==> src/rtl/bmma_ram.sv <==
`timescale 1ns / 1ps

module bmma_ram #(
    parameter int WIDTH = 32,
    parameter int DEPTH = 64,
    localparam int AW = $clog2(DEPTH)
) (
    input  logic             aclk,
    input  logic             we,
    input  logic [AW-1:0]    waddr,
    input  logic [WIDTH-1:0] wdata,
    input  logic [AW-1:0]    raddr,
    output logic [WIDTH-1:0] rdata
);

    logic [WIDTH-1:0] mem [DEPTH];
    logic [WIDTH-1:0] rdata_reg;

    always_ff @(posedge aclk) begin
        if (we) begin
            mem[waddr] <= wdata;
        end
        rdata_reg <= mem[raddr];
    end

    assign rdata = rdata_reg;

endmodule

==> config.mk <==
export PLATFORM = sky130hd
export DESIGN_NAME = bmma_ram
export DESIGN_NICKNAME = d
export VERILOG_FILES = /design/src/rtl/bmma_ram.sv
export SDC_FILE = /design/constraint.sdc
export NUM_CORES = 2
export LEC_CHECK = 0
export ABC_AREA = 0
export ABC_CLOCK_PERIOD_IN_PS = 10300
export BUFFER_PORTS_ARGS = -buffer_cell sky130_fd_sc_hd__buf_4
export CORE_MARGIN = 2
export CORE_UTILIZATION = 40
export DETAILED_ROUTE_END_ITERATION = 6
export GPL_ROUTABILITY_DRIVEN = 0
export GPL_TIMING_DRIVEN = 0
export PLACE_DENSITY_LB_ADDON = 0.3
export SETUP_SLACK_MARGIN = 0.4
export SLEW_MARGIN = 15
export SYNTH_ARGS = -nofsm -noshare
export SYNTH_HDL_FRONTEND = slang
export SYNTH_SLANG_ARGS = --single-unit
==> constraint.sdc <==
create_clock -name aclk -period 10.3 [get_ports aclk]
set_clock_uncertainty 0.1 [all_clocks]
set_input_delay 1.545 -clock aclk [delete_from_list [all_inputs] [get_ports aclk]]
set_output_delay 1.545 -clock aclk [all_outputs]
set_load 0.01 [all_outputs]
# Yosys cells after proc, flatten, opt, wreduce, memory -nomap -nowiden
# Memory sizes are Yosys's and may differ from the RTL's. A register that Yosys moved wholly into a read port is not among the register bits.
# Cells that the tools add are included.
word_totals:
  n_memories: 1
  reg_bits: 0
  wordCells: 3
  ramBits: 2048
  output_inout_bits: 32
  in_bits: 46
memory_table:
  columns: ["memory", "depth", "word_bits", "rd", "rd_ports_with_merged_regs", "write_ports", "line_no", "source"]
  rows:
  - ["mem", 64, 32, 1, 1, 1, "16", "logic [WIDTH-1:0] mem [DEPTH];"]
op_classes:
  mux: 2
op_table:
  columns: ["op", "n"]
  rows:
  - ["1-bit 2-to-1 mux", 2]

# Depth between registers and ports, before layout
depth:
  depth_word: 2
  depth_mapped: 10
  depth_no_buf: 5

# Worst setup path after synthesis
# Ideal clock, no wire load.
synth_timing:
  path_type: "input -> register"
  start: "input waddr[3]"
  end: "memory mem[48][0], enable pin"
  setup_time_ns: 0.461
  path_stages: 4
  path_buffers: 1
  required_time_ns: 9.739
  t_arrival_ns: 4.244
  setup_slack_ns: 5.495
  cell_sequence: "clkbuf_1 -> nor2b_1 -> nand4b_1 -> nor3_1"
synth_rtl:
  columns: ["item", "line_no", "source"]
  rows:
  - ["from (decl)", "10", "input logic [AW-1:0] waddr,"]
  - ["to (decl)", "16", null]
# No word-level cell before the write port.

==> reports/qor.txt <==
# Post-CTS Setup Buffers: 0
DIE WIDTH: 447 um
First-pass GRT wire length: 328000 um
IR Drop Worst-Case VDD: 0.140 mV
Core utilization of the finished layout: 47.5%
Total of flip-flops plus latches after synthesis: 2080
Cell repeated most along the worst path: sky130_fd_sc_hd__buf_2
Count of maximum capacitance violations: 0
Critical Path Fanout Max: 10
Capturing element type of the critical path: flop
Ys async rst share: 0%
Final number of hold-violating endpoints: 0
Fillers: 15.8k
Gate Count Post-Synth: 3324
Net count after synthesis: 3370
PostCTS Resize Cnt: 0
Post-layout net count: 3782
Pre-CTS WS: 4040 ps
Clock buffers created by TritonCTS: 205
Aggregate global-route resource usage: 24.3%
HPWL after detailed placement: 160000 um
Number of core rows: 162
Cell depth of the worst min-delay path: 5
Chip height: 447 um
Worst-Skew Late Latency: 850 ps
Hold bufs inserted after CTS: 0
FF-to-FF End: rdata[18]$_DFF_P_
Min-delay worst type: reg -> reg
Startpoint of the worst register-to-register path: mem[27][18]$_DFFE_PP_
Post-route non-filler standard cell count: 6542
Maximum clock frequency: 178 MHz
Via/cell ratio: 6.06
Number of detailed-route iterations in the first pass: 7
Most used flip-flop cell after synthesis: sky130_fd_sc_hd__edfxtp_1
Final ANT Viol Nets: 0
Overall via count from detail_route: 39.6k
Area of combinational cells with multiple inputs: 16000 um2
Number of synthesized flops with an enable pin: 2048
Starting density of the core: 40.3%
Portion of the clock cycle consumed by the worst path in the final layout: 54.5%
Slew @ Worst Pin: 1260 ps
Pleak: 28.8 nW
Final total power: 0.0179 W
CP required: 10820 ps
Final count of pins violating max slew: 0
Clock slew at reported path FFs: 60 ps
Clock tree from TritonCTS: built
Min cycle time layout: 5610 ps
Max-Slew Margin vs Limit: 15.7%
Critical-path top delay cell: sky130_fd_sc_hd__buf_1
Summed instance area of the synthesized netlist: 78500 um2
Library cell used as clock root buffer: sky130_fd_sc_hd__clkbuf_16
Total grt overflow: 0
Sequential cell area in the final layout: 62100 um2
Setup repair after global routing missed its margin: false
Antenna violations before repair: 13
Total wire length after detailed routing: 242000 um
Worst r2r path cells: 4
Post-DR wirelength/cell: 37.0 um
Crit path setup slack, layout: 4690 ps
Growth of design area from synthesis to finish: 17.9%
Clk buf depth: 3
Die area: 200000 um2
H-Tree Depth: 4
Count of buffering cells on the critical path with inverters included: 4
Mean Syn Cell Area: 23.6 um2
Worst hold path startpoint: mem[61][29]$_DFFE_PP_
Max reg flops: 2048
Critical setup path kind: in -> reg
Kind of cell adding the most delay to the critical path: buffers and inverters
Number of violations reported at the end of detailed-routing iteration 0: 6764
Pin count of the biggest net entering global routing: 65
Boundary Pins: 78
Type of element launching the critical path: primary input
Total placed cells including tap cells: 6153
Arrival time of the worst setup path: 6130 ps
Result of the run: completed
Sequence of cells on the critical path: buf_2 -> buf_2 -> buf_2 -> buf_1 -> nand3b_1 -> o221ai_1 -> a21oi_1 -> a21oi_1 -> nor2_1
Unique cell type count in the Yosys netlist: 34
Proportion of layout cells with a drive suffix above 1: 30.9%
Setup-violating endpoint count in the final report: 0
Setup slack of the most critical reg-to-reg path: 7470 ps
Worst min-delay path endpoint: rdata[29]$_DFF_P_
Buffers on Ports: 69
Core Box Area: 195000 um2
Summed negative setup slack over all endpoints: 0 ps
Vias in the first global route: 38.9k
Final routed DRC violation total: 0
Sequential area share after synthesis: 79.1%
Peak per-stage delay on the critical path: 960 ps
Total power divided by cell area: 194 nW/um2
Number of warnings printed during yosys synthesis: 0
TritonCTS sink count: 2080
[metal layers]
layer / vias up / wire, um / share of wire [%] / global-route usage [%]
met5: - / 34 / 0.014 / 0
li1: 15100 / - / - / -
met3: 462 / 25900 / 11 / 5.30
met4: 4 / 11100 / 4.6 / 9.69
met1: 21400 / 91000 / 38 / 32.9
met2: 2673 / 114000 / 47 / 38.4
[worst max path at each step]
stage	slack, ps	start	cells after the start	to
4_1_cts	4910	raddr[1]	9	rdata[22]$_DFF_P_
3_5_place_dp	4040	raddr[1]	9	rdata[22]$_DFF_P_
6_report	4690	raddr[1]	9	rdata[9]$_DFF_P_
2_1_floorplan	5500	waddr[3]	4	mem[48][0]$_DFFE_PP_
5_1_grt	4890	raddr[1]	9	rdata[16]$_DFF_P_
3_3_place_gp	1130	waddr[4]	3	mem[49][14]$_DFFE_PP_
[synth_stat cells (12+ instances only)]
library cell	instances	share of area, %
sky130_fd_sc_hd__mux2i_1	93	1.2
sky130_fd_sc_hd__nor2b_1	15	0.12
sky130_fd_sc_hd__edfxtp_1	2048	78
sky130_fd_sc_hd__o221ai_1	27	0.30
sky130_fd_sc_hd__dfxtp_1	32	0.82
sky130_fd_sc_hd__o22ai_1	84	0.67
sky130_fd_sc_hd__nand2_1	26	0.12
sky130_fd_sc_hd__a21oi_1	62	0.40
sky130_fd_sc_hd__clkbuf_1	74	0.35
sky130_fd_sc_hd__buf_4	25	0.24
sky130_fd_sc_hd__a22oi_1	12	0.11
sky130_fd_sc_hd__buf_1	21	0.10
sky130_fd_sc_hd__buf_2	57	0.36
sky130_fd_sc_hd__mux4_2	544	16
sky130_fd_sc_hd__nor2_1	137	0.65
[worst min-delay path, cell delays in order (launching register included)]
cell and delay [ps]:
sky130_fd_sc_hd__edfxtp_1 320, sky130_fd_sc_hd__mux4_2 230, sky130_fd_sc_hd__o22ai_1 60, sky130_fd_sc_hd__nor2_1 100, sky130_fd_sc_hd__a21oi_1 70, sky130_fd_sc_hd__nor2_1 150
[cell families after synthesis]
group,synth area share (%)
and+or+nand+nor,1.27
buffers and inverters,1.13
AOI/OAI and AO/OA,1.67
muxes,16.8
DFF,79.1
[metrics by stage]
step / hold slack [ps] / cell area, um2
floorplan: 563 / 78500
global placement: 876 / 82300
detailed placement: 843 / 85800
CTS: 859 / 92500
global route: 933 / 92600
finish: 879 / 92600
[power breakdown]
group          switching, W  internal, W  leakage [nW]  total (W)
Sequential        0.0000181      0.00937          18.7    0.00939
Combinational      0.000661     0.000335          6.76   0.000996
Clock               0.00321      0.00435          3.32    0.00756
[final cells by class]
class | count | share of cell area [%]
clock buffer | 268 | 6.03
sequential | 2080 | 67.1
buffer | 182 | 0.971
antenna | 6 | 0.0162
clock inverter | 115 | 1.30
multi-input combinational | 1062 | 17.2
tap | 2624 | 3.55
timing repair buffer | 205 | 3.76
[layout by cell type, fill, tap and decap left out, types with 4 or more instances in the layout]
master | synthesis | layout
sky130_fd_sc_hd__edfxtp_1 | 2048 | 2048
sky130_fd_sc_hd__mux4_2 | 544 | 544
sky130_fd_sc_hd__clkbuf_16 | 0 | 211
sky130_fd_sc_hd__clkbuf_1 | 74 | 113
sky130_fd_sc_hd__buf_4 | 25 | 104
sky130_fd_sc_hd__mux2i_1 | 93 | 93
sky130_fd_sc_hd__o22ai_1 | 84 | 84
sky130_fd_sc_hd__nor2_1 | 137 | 75
sky130_fd_sc_hd__buf_12 | 0 | 73
sky130_fd_sc_hd__a21oi_1 | 62 | 62
sky130_fd_sc_hd__nor2_4 | 0 | 62
sky130_fd_sc_hd__buf_2 | 57 | 57
sky130_fd_sc_hd__buf_16 | 0 | 51
sky130_fd_sc_hd__clkinv_1 | 0 | 41
sky130_fd_sc_hd__clkinv_2 | 0 | 37
sky130_fd_sc_hd__dfxtp_1 | 32 | 32
sky130_fd_sc_hd__o221ai_1 | 27 | 27
sky130_fd_sc_hd__nand2_1 | 26 | 26
sky130_fd_sc_hd__bufinv_16 | 0 | 21
sky130_fd_sc_hd__buf_1 | 21 | 20
sky130_fd_sc_hd__nor2b_1 | 15 | 15
sky130_fd_sc_hd__a22oi_1 | 12 | 12
sky130_fd_sc_hd__clkbuf_2 | 0 | 10
sky130_fd_sc_hd__clkbuf_8 | 0 | 9
sky130_fd_sc_hd__nand2b_1 | 8 | 8
sky130_fd_sc_hd__a311oi_1 | 8 | 8
sky130_fd_sc_hd__buf_6 | 5 | 7
sky130_fd_sc_hd__diode_2 | 0 | 6
sky130_fd_sc_hd__nand3b_1 | 5 | 5
sky130_fd_sc_hd__nor3_1 | 7 | 5
sky130_fd_sc_hd__nand3_1 | 5 | 5
sky130_fd_sc_hd__and3_1 | 4 | 4
sky130_fd_sc_hd__a41o_1 | 4 | 4
sky130_fd_sc_hd__o32ai_1 | 4 | 4
Note: power is estimated with default switching activity, not from simulation.
