## config.mk

```make
export PLATFORM = sky130hd
export DESIGN_NAME = bmma_mac
export DESIGN_NICKNAME = d
export VERILOG_FILES = /design/src/rtl/bmma_pkg.sv /design/src/rtl/bmma_mac.sv
export SDC_FILE = /design/constraint.sdc
export NUM_CORES = 2
export LEC_CHECK = 0
export BUFFER_PORTS_ARGS = -buffer_cell sky130_fd_sc_hd__buf_2
export CORE_ASPECT_RATIO = 0.7
export CORE_MARGIN = 4
export CORE_UTILIZATION = 25
export CTS_CLUSTER_SIZE = 28
export DETAILED_ROUTE_END_ITERATION = 6
export SETUP_SLACK_MARGIN = 0.5
export SLEW_MARGIN = 20
export SYNTH_ARGS = -nofsm -noshare
export SYNTH_HDL_FRONTEND = slang
export SYNTH_SLANG_ARGS = --single-unit
export TNS_END_PERCENT = 1
```

## constraint.sdc

```tcl
create_clock -name aclk -period 10.18 [get_ports aclk]
set_input_delay 0.509 -clock aclk [delete_from_list [all_inputs] [get_ports aclk]]
set_output_delay 0.509 -clock aclk [all_outputs]
set_load 0.05 [all_outputs]
```

## src/rtl/bmma_pkg.sv

```systemverilog
`timescale 1ns / 1ps

package bmma_pkg;

    // Opcodes of an input word
    localparam logic [1:0] OP_LOAD_A  = 2'd0;
    localparam logic [1:0] OP_LOAD_B  = 2'd1;
    localparam logic [1:0] OP_LOAD_C  = 2'd2;
    localparam logic [1:0] OP_COMPUTE = 2'd3;

    // Configuration register indexes
    localparam logic CFG_MATRIX_SIZE = 1'b0;
    localparam logic CFG_BATCH_COUNT = 1'b1;

    localparam int CFG_DATA_W = 11;
    localparam int ELEM_W     = 32;
    localparam int PROD_W     = 64;
    localparam int RND_W      = 48;
    localparam int ACC_W      = 56;

    localparam logic signed [ELEM_W-1:0] SAT_HI = 32'sh7fff_ffff;
    localparam logic signed [ELEM_W-1:0] SAT_LO = 32'sh8000_0000;

    typedef struct packed {
        logic [1:0]               opcode;
        logic [2:0]               elem_row;
        logic [2:0]               elem_col;
        logic signed [ELEM_W-1:0] elem_value;
    } in_item_t;

    typedef struct packed {
        logic [2:0]               out_row;
        logic [2:0]               out_col;
        logic signed [ELEM_W-1:0] out_value;
        logic [9:0]               out_batch;
        logic                     out_last;
    } out_item_t;

    // Tag that travels with one product term through the MAC pipeline
    typedef struct packed {
        logic vld;
        logic first;
        logic last;
    } tag_t;

endpackage

```

## src/rtl/bmma_mac.sv

```systemverilog
`timescale 1ns / 1ps

module bmma_mac (
    input  logic                              aclk,
    input  logic                              aresetn,
    input  bmma_pkg::tag_t                    tag_in,
    input  logic signed [bmma_pkg::ELEM_W-1:0] a_data,
    input  logic signed [bmma_pkg::ELEM_W-1:0] b_data,
    input  logic signed [bmma_pkg::ELEM_W-1:0] c_data,
    output logic                              done,
    output logic signed [bmma_pkg::ELEM_W-1:0] result
);

    import bmma_pkg::*;

    tag_t                      tag2_reg, tag3_reg, tag4_reg;
    logic signed [PROD_W-1:0]  p_reg, p_next;
    logic signed [RND_W-1:0]   r_reg, r_next;
    logic signed [ACC_W-1:0]   acc_reg, acc_next;
    logic signed [ELEM_W-1:0]  c_hold_reg;

    always_comb begin
        p_next   = a_data * b_data;
        // round half up: floor((p + 2^15) / 2^16)
        r_next   = RND_W'((p_reg + 64'sd32768) >>> 16);
        acc_next = (tag3_reg.first ? ACC_W'(c_hold_reg) : acc_reg) + ACC_W'(r_reg);
    end

    always_ff @(posedge aclk) begin
        if (!aresetn) begin
            tag2_reg <= '0;
            tag3_reg <= '0;
            tag4_reg <= '0;
        end else begin
            tag2_reg <= tag_in;
            tag3_reg <= tag2_reg;
            tag4_reg <= tag3_reg;
        end
    end

    always_ff @(posedge aclk) begin
        p_reg <= p_next;
        r_reg <= r_next;
        if (tag_in.vld && tag_in.first) begin
            c_hold_reg <= c_data;
        end
        if (tag3_reg.vld) begin
            acc_reg <= acc_next;
        end
    end

    assign done = tag4_reg.vld && tag4_reg.last;

    always_comb begin
        if (acc_reg > ACC_W'(SAT_HI)) begin
            result = SAT_HI;
        end else if (acc_reg < ACC_W'(SAT_LO)) begin
            result = SAT_LO;
        end else begin
            result = ELEM_W'(acc_reg);
        end
    end

endmodule

```

Yosys cells after proc, flatten, opt, wreduce, memory -nomap -nowiden
Cells that the tools add are included.
{"block": "totals", "regBits": 208, "out_inout_bits": 33, "in_bits": 101}
{"block": "classes", "magnitude_cmp": 2, "multipliers": 1, "addsub": 2, "reduce_logical": 2, "n_mux": 3}
{"op": "adder 64 x 17 -> 64 bit, second input constant", "count": 1}
{"op": "multiplier 32 x 32 -> 64 bit", "count": 1}
{"op": "2-to-1 mux 32 bit", "count": 2}
{"op": "adder 56 x 48 -> 56 bit", "count": 1}
{"op": "> comparator 56 x 32 -> 1 bit, second input constant", "count": 1}
{"op": "less-than comparator 56 x 32 -> 1 bit, second input constant", "count": 1}
{"op": "2-to-1 mux 56 bit", "count": 1}
{"op": "logical AND 1 bit", "count": 2}

Depth between registers and ports, before layout
{"block": "depth", "depth_word": 3, "depth_mapped": 28}

Least setup slack after synthesis
No wires, ideal clock.
{"block": "synth_timing", "path_kind": "input to register", "startpoint": "input b_data[2] in the netlist's numbering", "endpoint": "register p_reg[60]", "required_time_ns": 10.046, "t_arrival_ns": 7.754, "path_slack_ns": 2.291, "cell_stages": 24, "path_cell_list": "clkbuf_1 -> nand2_1 -> inv_1 -> fa_1 -> fa_1 -> fa_1 -> fa_1 -> fa_1 -> fa_1 -> fa_1 -> inv_1 -> fa_1 -> inv_1 -> ha_1 -> clkbuf_1 -> and3_1 -> a221o_1 -> a21oi_1 -> or3b_1 -> a21o_1 -> nand3_1 -> nand2_1 -> and4b_1 -> or4_1"}
{"block": "synth_between", "elab_chain_cells": 1}
{"item": "start, declared", "line_no": "bmma_mac.sv:8", "rtl": "input logic signed [bmma_pkg::ELEM_W-1:0] b_data,"}
{"item": "multiplier 32 x 32 -> 64 bit", "line_no": "bmma_mac.sv:23", "rtl": "p_next = a_data * b_data;"}
{"item": "via p_next[60]", "line_no": "bmma_mac.sv:17", "rtl": "logic signed [PROD_W-1:0] p_reg, p_next;"}
{"item": "end signal, assigned", "line_no": "bmma_mac.sv:42", "rtl": "p_reg <= p_next;"}
{"item": "end, declared", "line_no": "bmma_mac.sv:17"}
The timed path passes the listed nets, and every way through them passes these cells.
A chain may end at the register's enable or synchronous reset.

Worst setup path after layout
{"block": "layout_timing", "startpoint": "input b_data[9] in the netlist's numbering", "endpoint": "register p_reg[60]"}
The elaborated chain is that of the path after synthesis.

==> key figures <==
STA
  – Setup TNS: 0 ns
  – Final setup viols: 0
  – Fin. Hold Viols: 0
  – Hold Slack: 0.201 ns
  – Max Freq: 119 MHz
  – Least-Margin Pin Slew: 0.984 ns
  – Clock period minus worst slack: 8.37 ns
  – RSZ-0062 raised after global routing: false
  – Final Cycle Share: 82.3%
  – Max-slew violations: 0
  – Max-slew headroom: 33.9%
  – Setup ws final: 1.81 ns
  – Setup Skew: 0.0163 ns

Synth
  – Synth top area share: 47.9%
  – Count leader, synth: fa_1
  – Syn Area/Cell: 9.57 sq um
  – Post-synth EDFFs: 88
  – Mapped Nets: 6,143
  – Register area share after synthesis: 10.5%
  – Commonest register cell after synthesis: dfxtp_1
  – Top cells by area, synth: fa_1, inv_1, and2_1
  – Cell taking the most area after synthesis: fa_1
  – Yosys reg bits: 193
  – Mapped cell area: 45,200 sq um
  – Count of cell types in the netlist: 73
  – Yosys warns: 0
  – Cells after synthesis: 4,724
  – Synth async-reset ratio: 0%
  – Top cells by count, synth: fa_1, inv_1, nand2_1, and2_1, ha_1

Route
  – Number of vias per cell: 4.50
  – Post-route ant nets: 0
  – Drt drc: 0
  – Wirelength, routed: 135 mm
  – Met1 Routed Length: 65.4 mm
  – Initial drt markers: 2,754
  – Top layer in use: met5
  – Via count: 31,800
  – WL/cell: 19.1 um
  – Met3 wire length: 16.8 mm
  – Met2 wire length: 51.8 mm
  – Initial DRT Pass Iterations: 5

Critical path
  – CP arrival: 8.72 ns
  – Worst path depth: 24
  – Reg2reg setup slack: 4.91 ns
  – CP max stage delay: 0.60 ns
  – R2R depth: 13
  – Top Family by Delay on Critical Path: adder cells
  – Cells along the critical path: buf_2 > and2_1 > fa_1 > fa_1 > inv_1 > fa_1 > fa_1 > inv_1 > fa_1 > fa_1 > fa_1 > inv_1 > fa_1 > inv_1 > ha_1 > a2111oi_0 > o211a_1 > o21ai_0 > or3b_1 > a21o_1 > nand3_1 > nand2_1 > and4b_1 > or4_1
  – Critical Path Start Type: input pin
  – R2R Path End: acc_reg[49]
  – Crit-path slowest cell: buf_2
  – Crit end category: register
  – Critical path class: in -> reg
  – WP data required: 10.53 ns
  – R2r startpoint: tag3_reg[1]
  – Crit path buffers/inverters: 5
  – Highest net fanout along the worst path: 32
  – Most common cell type on the critical path: fa_1

Run
  – MaxCap Viol Count: 0

Clock tree
  – Setup repair bufs after CTS: 0
  – Sink Count: 193
  – Clock root buffer: clkbuf_16
  – Reg clk slew, reported paths: 0.09 ns
  – Cts hold-fix bufs: 0
  – H-tree levels: 4
  – Clock Latency Late Sink: 0.48 ns
  – TritonCTS clock tree: yes
  – CTS Buffer Depth: 2
  – CTS Buf Count: 17
  – Post-CTS sizing: 0

Place
  – Final HPWL DP: 111 mm
  – Placer congestion estimate: 0.874
  – Port bufs: 133
  – Place WS: 1.33 ns

Min path
  – WHS Path Cells: 1
  – Endpoint, Worst Hold: c_hold_reg[22]
  – Hold_sp: c_data[22]
  – Worst hold path type: in -> reg

Cells and area
  – Multi-input logic area: 35,800 sq um
  – Register Area: 4750 sq um
  – Nets: 6,104
  – Ratio of cells with drive above 1 in the final layout: 5.15%
  – P&R area growth vs syn: 8.12%
  – Layout filler cell count: 19,000
  – Number of flip-flops in the largest register: 56

Floorplan
  – I/O pins: 134
  – Width of the chip: 516 um
  – Die ar.: 188,000 sq um
  – Core footprint: 180,000 sq um
  – Row Count: 130
  – Initial Utilization: 25.2%
  – Die Span Y: 364 um

GRT
  – Tot GR Track Use: 14.8%
  – Grt ovf: 0
  – Pin count of the biggest net entering global routing: 58
  – Initial antenna violation count: 14
  – First-pass GRT wire length: 212 mm
  – Vias in the first global route: 34,000

Status
  – Status: finished, final reports clean
==> worst max-delay path by stage <==
stage / slack [ns] / endpoint / startpoint
after CTS: 1.87 / p_reg[60] / b_data[3]
final: 1.81 / p_reg[60] / b_data[9]
after global placement: 1.42 / p_reg[63] / b_data[3]
after global routing: 1.27 / p_reg[63] / b_data[3]
after detailed placement: 1.33 / p_reg[63] / b_data[3]
after floorplan: 2.29 / p_reg[60] / b_data[2]
==> metrics by stage <==
stage / utilization (%) / area [sq um] / cells
final: 27.2 / 48900 / 7076
after global routing: 27.2 / 48900 / 7075
after CTS: 27.2 / 48900 / 7074
after detailed placement: 26.9 / 48300 / 7042
after global placement: 26.9 / 48300 / 7042
after floorplan: - / 45200 / 4724
==> worst reg2reg max path, stage by stage, from the launching register on <==
cell and delay, ns:
dfxtp_2 0.34, buf_4 0.57, mux2_2 0.47, ha_1 0.35, a2111oi_0 0.45, o21ai_1 0.16
a41oi_1 0.32, nor3_1 0.18, a2111oi_1 0.87, o31ai_1 0.42, a311o_1 0.45, a21o_1 0.19
a21oi_1 0.19, xnor2_1 0.09
==> layout make-up <==
cell class	count	share of cell area [%]
Clock inverter	15	0.381
Timing Repair Buffer	167	1.88
Sequential cell	193	9.71
Clock buffer	17	0.870
Tap cell	2376	6.08
Antenna cell	2	0.0102
Inverter	1027	7.89
Multi-Input combinational cell	3279	73.2
==> layout by cell type (no fill, tap or decap), types with 31 or more instances in the layout <==
master       n
nor2_1      57
a21o_1      70
xnor2_1    114
nand2_1    620
edfxtp_1    88
nand3_1     43
ha_1       236
a21oi_1    115
o21ai_0     58
buf_4       34
dfxtp_1    103
buf_2      133
and2_1     525
xor2_1      45
nor2b_1     38
nand4_1     31
mux2_2      32
inv_1     1027
fa_1      1082
==> routing by layer <==
metal | vias up | GRT usage [%]
met5 | - | 0
met3 | 101 | 5.40
li1 | 13900 | -
met1 | 16300 | 22.9
met2 | 1417 | 19.6
met4 | 4 | 1.92
==> logic make-up (layout without fill, tap and decap cells) <==
| family | count (synthesis) | count (layout) | synth area share [%] |
|---|---|---|---|
| and+or+nand+nor | 1410 | 1410 | 15.7 |
| muxes | 34 | 34 | 0.841 |
| DFF | 193 | 193 | 10.5 |
| buffers and inverters | 1252 | 1226 | 10.4 |
| xor gates and xnor gates | 159 | 159 | 3.08 |
| AOI/OAI and AO/OA | 358 | 358 | 5.00 |
| other | 0 | 2 | 0 |
| adders and majority gates | 1318 | 1318 | 54.4 |
Power is not shown: default switching activity piles up to over one toggle a cycle in this logic, so the estimate is an artifact.
